## src/sv/bmla_pkg.sv

```systemverilog
// Shared types, widths and constants of the BLER-driven MCS link adaptation block.
`timescale 1ns / 1ps

package bmla_pkg;

  // Field widths
  localparam int SLOT_W   = 6;
  localparam int FRAME_W  = 10;   // frame numbers wrap at 2**FRAME_W
  localparam int MCS_W    = 5;
  localparam int BLER_W   = 16;
  localparam int CNT_W    = 32;
  localparam int CFG_IDX_W  = 3;
  localparam int CFG_DATA_W = 16;

  localparam int NUM_IN_SLOTS      = 2 ** SLOT_W;
  localparam int NUM_LINKS_DEFAULT = 64;

  // Algorithm constants
  localparam logic [MCS_W-1:0]  INIT_MCS          = 5'd9;
  localparam logic [MCS_W-1:0]  MIN_STEP_DOWN_MCS = 5'd6;
  localparam logic [CNT_W-1:0]  MIN_ACTIVE_SCHED  = 32'd3;
  localparam logic [BLER_W:0]   Q16_ONE           = 17'h10000;
  localparam logic [BLER_W*2:0] Q16_ROUND         = 33'h000008000;
  localparam logic [BLER_W-1:0] BLER_FULL         = 16'hFFFF;
  localparam int                DIV_STEPS         = BLER_W;

  // Configuration register indexes
  localparam logic [CFG_IDX_W-1:0] REG_BLER_LOW    = 3'd0;
  localparam logic [CFG_IDX_W-1:0] REG_BLER_HIGH   = 3'd1;
  localparam logic [CFG_IDX_W-1:0] REG_MCS_CEILING = 3'd2;
  localparam logic [CFG_IDX_W-1:0] REG_FILTER_WT   = 3'd3;
  localparam logic [CFG_IDX_W-1:0] REG_UPD_INTERVAL = 3'd4;

  // Configuration reset values
  localparam logic [BLER_W-1:0]  RST_BLER_LOW     = 16'd3277;
  localparam logic [BLER_W-1:0]  RST_BLER_HIGH    = 16'd6554;
  localparam logic [MCS_W-1:0]   RST_MCS_CEILING  = 5'd28;
  localparam logic [BLER_W-1:0]  RST_FILTER_WT    = 16'd58982;
  localparam logic [FRAME_W-1:0] RST_UPD_INTERVAL = 10'd10;

  // One link's state word
  typedef struct packed {
    logic               valid;
    logic [FRAME_W-1:0] upd_frame;
    logic [MCS_W-1:0]   mcs;
    logic [BLER_W-1:0]  bler;
    logic [CNT_W-1:0]   saved_first_tx;
    logic [CNT_W-1:0]   saved_retx;
  } link_entry_t;

endpackage

```

## src/sv/bmla_div.sv

```systemverilog
// Restoring divider: 16-bit fraction of dividend over divisor, one bit per cycle.
`timescale 1ns / 1ps

module bmla_div (
  input  logic                          clk,
  input  logic                          rst,
  input  logic                          start,
  input  logic [bmla_pkg::CNT_W-1:0]    dividend,   // must be below divisor
  input  logic [bmla_pkg::CNT_W-1:0]    divisor,
  output logic                          done,
  output logic [bmla_pkg::BLER_W-1:0]   quotient
);

  localparam int STEP_W = $clog2(bmla_pkg::DIV_STEPS);

  logic                         busy;
  logic [STEP_W-1:0]            step;
  logic [bmla_pkg::CNT_W-1:0]   rem;
  logic [bmla_pkg::CNT_W:0]     shifted;
  logic [bmla_pkg::CNT_W:0]     diff;
  logic                         fits;

  always_comb begin
    shifted = {rem, 1'b0};
    diff    = shifted - {1'b0, divisor};
    fits    = (shifted >= {1'b0, divisor});
  end

  always_ff @(posedge clk) begin
    if (rst) begin
      busy <= 1'b0;
      done <= 1'b0;
      step <= '0;
    end else begin
      done <= 1'b0;
      if (start) begin
        busy     <= 1'b1;
        step     <= '0;
        rem      <= dividend;
        quotient <= '0;
      end else if (busy) begin
        rem      <= fits ? diff[bmla_pkg::CNT_W-1:0] : shifted[bmla_pkg::CNT_W-1:0];
        quotient <= {quotient[bmla_pkg::BLER_W-2:0], fits};
        step     <= step + 1'b1;
        if (step == STEP_W'(bmla_pkg::DIV_STEPS - 1)) begin
          busy <= 1'b0;
          done <= 1'b1;
        end
      end
    end
  end

endmodule

```

## config.mk

```make
export PLATFORM = sky130hd
export DESIGN_NAME = bmla_div
export DESIGN_NICKNAME = d
export VERILOG_FILES = /design/src/sv/bmla_pkg.sv /design/src/sv/bmla_div.sv
export SDC_FILE = /design/constraint.sdc
export NUM_CORES = 1
export LEC_CHECK = 0
export ABC_CLOCK_PERIOD_IN_PS = 4200
export BUFFER_PORTS_ARGS = -buffer_cell sky130_fd_sc_hd__buf_2
export CAP_MARGIN = 10
export CORE_MARGIN = 1.5
export CORE_UTILIZATION = 44
export DETAILED_ROUTE_END_ITERATION = 16
export PLACE_DENSITY = 0.66
export RECOVER_POWER = 50
export SLEW_MARGIN = 25
export SYNTH_ARGS = -nofsm -noshare
export SYNTH_HDL_FRONTEND = slang
export SYNTH_SLANG_ARGS = --single-unit
```

## constraint.sdc

```tcl
create_clock -name clk -period 4.2 [get_ports clk]
set_input_delay 0.84 -clock clk [delete_from_list [all_inputs] [get_ports clk]]
set_output_delay 0.84 -clock clk [all_outputs]
set_load 0.005 [all_outputs]
```

== Yosys cells after proc, flatten, opt, wreduce, memory -nomap -nowiden ==
Index checks and enable logic that the tools add are counted.
Cells by class
  bitwise gates (word level): 2
  mux-type cells: 8
  reduce and logical (&&, ||, !) cells: 4
  $add $sub $neg: 2
  $lt $le $gt $ge: 1
  eq/ne operators: 1
Operators by type and width (number)
  32-bit two-way mux: 3
  33-bit by 32-bit greater-or-equal comparator with 1-bit output: 1
  32-bit subtractor: 1
  16-bit two-way mux: 1
  4-bit by 1-bit adder with 4-bit output, second input constant: 1
  4-bit equality test, second input constant: 1
  1-bit two-way mux: 4
  3-bit OR reduction: 1
  1-bit NOT: 2
  2-bit AND reduction: 1
  2-bit nonzero test: 1
  2-bit OR reduction: 1
Word-level totals
  output and inout port bits: 17
  register bits after elaboration: 54

== Logic depth before layout (Yosys ltp) ==
  depth after elaboration: 4
  depth in mapped cells: 14

== Worst setup path before layout ==
Ideal clock, no wire load.
  path type: input-to-reg
  start point: in start
  end point: reg quotient[0] (netlist bit), enable pin
  cell stages on the path: 4
  arrival time: 3.469 ns
  path slack: 0.276 ns
  buffers on the path: 2
  setup time: 0.455 ns
  cells stage by stage: clkbuf_1 > clkbuf_1 > nor2_1 > nor2_1
On the way
  longest elaborated chain between the ends: 2
RTL lines
  start: declaration: RTL line bmla_div.sv:7  | input logic start,
  2-bit nonzero test (no line)
  2-bit AND reduction (no line)
  end signal: assignment: RTL line bmla_div.sv:43  | quotient <= {quotient[bmla_pkg::BLER_W-2:0], fits};
  end: declaration: RTL line bmla_div.sv:11  | output logic [bmla_pkg::BLER_W-1:0] quotient
No other way between the ends.
A chain may end at the register's enable or synchronous reset.

== Worst setup path in the final report ==
  start point: in divisor[6] (netlist bit)
  end point: reg rem[24] (netlist bit) (data pin)
On the way
  longest elaborated chain between the ends: 4
  elaborated cells between the ends (all ways): 5
  classes of those cells: add/sub (1); order compare (1); mux (3)
RTL lines
  start: declaration: RTL line bmla_div.sv:9  | input logic [bmla_pkg::CNT_W-1:0] divisor,
  32-bit subtractor / 33-bit by 32-bit greater-or-equal comparator with 1-bit output (equally long branches): RTL line bmla_div.sv:25, bmla_div.sv:26
  32-bit two-way mux *: RTL line bmla_div.sv:42  | rem <= fits ? diff[bmla_pkg::CNT_W-1:0] : shifted[bmla_pkg::CNT_W-1:0];
  32-bit two-way mux *: RTL line bmla_div.sv:41  | end else if (busy) begin
  32-bit two-way mux *: RTL line bmla_div.sv:36  | if (start) begin
  end signal: assignment: RTL line bmla_div.sv:39  | rem <= dividend;
  end signal: assignment: RTL line bmla_div.sv:42
  end: declaration: RTL line bmla_div.sv:18  | logic [bmla_pkg::CNT_W-1:0] rem;
Every way passes the cells marked *; elsewhere a longest branch is shown, timed or not. The select of a mux whose other input is x is not followed.

==> metrics.cfg <==
[clock_tree]
numClockSinks=54
cts-resized-gates=0
post_cts_buffers=0
cts_buffers=5
path_clk_slew_ns=0.11
cts_tree=yes
cts-root-buf=clkbuf_8
cts_buffer_depth=2
cts_max_level=2
postCtsHoldBufs=0
insertion_delay_ns=0.32

[critical_path]
start_kind=primary input
critical_path.endpoint_type=register
path_buf_inv=3
cp_max_fo=31
required_ns=4.28
cp_slowest_stage_delay_ns=0.44
reg2reg_from=rem[5]$_DFFE_PP_
critical_path.top_delay_family=compound AO/OA/AOI/OAI gates
crit_slowest_cell=a2111o_1
critPathKind=in -> reg
worstSetupStartpoint=divisor[6]
path_cells=buf_2 -> inv_1 -> ha_1 -> a2111o_1 -> o211ai_1 -> a21o_1 -> a21boi_2 -> o21ai_2 -> o21a_2 -> buf_4 -> nor2_1 -> a221o_1
arrival_ns=3.45

[logic_synthesis]
async_flop_share_pct=0
synth_cell_types=60
synth.cell_area_um2=4280
avgSynthCellArea_um2=9.19
synth_edf_count=48
ys_warn_count=0
ys_seq_area_share_pct=36.5
synth_seq_cells=54
synth_cells=465
synth_flop_cell=edfxtp_1
syn_nets=566

[sta]
setup_viol=0
period_needed_ns=3.37
slew_viol_final=111
finalHoldViolCount=0
fin_worst_skew_ns=0.00833
fmax_ghz=0.296
tns_ns=0
tightest_slew_ns=2.77
rsz0062_at_grt=false
final.period_utilization_pct=80.3
slew_headroom_pct=-84.7
setup_slack_ns=0.826

[detailed_routing]
dr.pass1.iters=4
drtIter0Drc=170
drc_errors=0
routedWlPerCell_um=14.3
vias_per_cell=5.44
totalWireLength_um=9540
num_vias=3632
ant_nets=0

[pwr]
finalPower_mw=1.62
ir_drop_uv=158
powerDensity_nw_per_um2=333
p_leak_nw=2.08

[floorplanning]
coreArea_um2=9330
die_w_um=102
fp.dieH_um=102
rows=35
ios=84
die_area_um2=10300
start_util_pct=45.8

[grt]
grt_pass1_wl_um=15900
antenna_found_initial=0
grtUsageTotal_pct=19.1
grt_pass1_vias=3480
grt_max_degree=63
gr-total-overflow=0

[cells_and_area]
antenna_cells=0
fillers=919
drive_gt1_share_pct=18.2
multiInputGateArea_um2=2460
instances_no_fill=668
layout.nets=639
area_growth_pct=14.0
seqCellArea_um2=1560

[job]
maxCapViolCount=2

[worst_hold_path]
hold_start=step[3]$_SDFFE_PP0P_
hp-class=reg -> reg

[place]
placed_cells=660
pre_cts_ws_ns=0.537
gp_congestion=0.834
dp_hpwl_um=7050
portBuffers=83

[status]
violations=capacitance limit, slew limit
outcome=finished with violations

## kinds of logic after synthesis
family | after synthesis | synth area share (%)
muxes | 10 | 2.46
AOI/OAI and AO/OA | 126 | 20.2
and+or+nand+nor | 152 | 18.6
buffers and inverters | 59 | 6.03
xor gates and xnor gates | 30 | 6.15
adders and majority gates | 34 | 10.1
DFF | 54 | 36.5
## cell usage in the layout (no fill, tap or decap), types with 6 or more instances in the layout
| cell | synthesis | final |
|---|---|---|
| buf_2 | 2 | 74 |
| edfxtp_1 | 48 | 48 |
| nand2_1 | 44 | 44 |
| inv_1 | 37 | 37 |
| ha_1 | 33 | 33 |
| a21oi_1 | 32 | 32 |
| nor2_1 | 27 | 26 |
| nor2b_1 | 22 | 22 |
| xor2_1 | 20 | 20 |
| nand3b_1 | 20 | 20 |
| o21ai_0 | 16 | 16 |
| a31oi_1 | 12 | 12 |
| clkbuf_1 | 15 | 12 |
| a21o_1 | 10 | 10 |
| xnor2_1 | 10 | 10 |
| o311ai_0 | 10 | 10 |
| nand2b_1 | 9 | 9 |
| o311ai_1 | 9 | 9 |
| nand4_1 | 6 | 6 |
| mux2i_1 | 6 | 6 |
| dfxtp_1 | 6 | 6 |
## metrics by stage
stage	hold WS (ns)	instance area [um^2]	utilization (%)
detailed placement	0.480	4780	51.2
global route	0.516	4870	52.2
CTS	0.497	4890	52.5
global placement	0.482	4780	51.2
finish	0.495	4870	52.2
floorplan	0.457	4280	-
## worst reg2reg max path, delay by kind of cell (launching register included)
family | cells | cell delay (ns)
fa+ha+maj | 1 | 0.36
flops | 1 | 0.41
compound gates | 7 | 1.74
buf+inv | 1 | 0.31
simple gates | 1 | 0.11
## sequential cells by signal, indices dropped and copies added, names as in the netlist
register,flops
busy,1
done,1
quotient,16
step,4
rem,32
## layer usage
layer / vias up / part of all wire (%) / track usage [%]
met1: 1699 / 49 / 26.0
met5: - / 0 / 0
met3: 7 / 4.3 / 2.83
li1: 1848 / - / -
met4: 0 / 1.0 / 4.70
met2: 78 / 46 / 32.1
## synthesized netlist by cell type (9+ instances only)
cell type	count	area (um^2)
edfxtp_1	48	1440
nand2_1	44	165
inv_1	37	139
ha_1	33	413
a21oi_1	32	160
nor2_1	27	101
nor2b_1	22	138
nand3b_1	20	150
xor2_1	20	175
o21ai_0	16	80.1
clkbuf_1	15	56.3
a31oi_1	12	75.1
a21o_1	10	75.1
o311ai_0	10	87.6
xnor2_1	10	87.6
nand2b_1	9	56.3
o311ai_1	9	78.8
## layout make-up
cell class,instances,share of cell area (%)
clock buffer,5,1.41
clock inverter,3,0.976
inverter,37,2.85
multi-input combinational,352,50.6
sequential,54,32.0
tap,129,3.31
timing repair buffer,88,8.83
## worst paths after layout
path / slack [ns] / cells after the start / to
worst max-delay path: 0.83 / 12 / rem[24]$_DFFE_PP_
worst min-delay path: 0.49 / 2 / done$_SDFF_PP0_
worst max register to register: 1.04 / 10 / rem[24]$_DFFE_PP_
worst min register to register: 0.49 / 2 / done$_SDFF_PP0_
## power breakdown
group | switching [mW] | internal [mW] | total [mW]
clock | 0.202 | 0.183 | 0.385
combinational | 0.320 | 0.246 | 0.566
sequential | 0.0228 | 0.649 | 0.671
(Power assumes the default switching activity.)
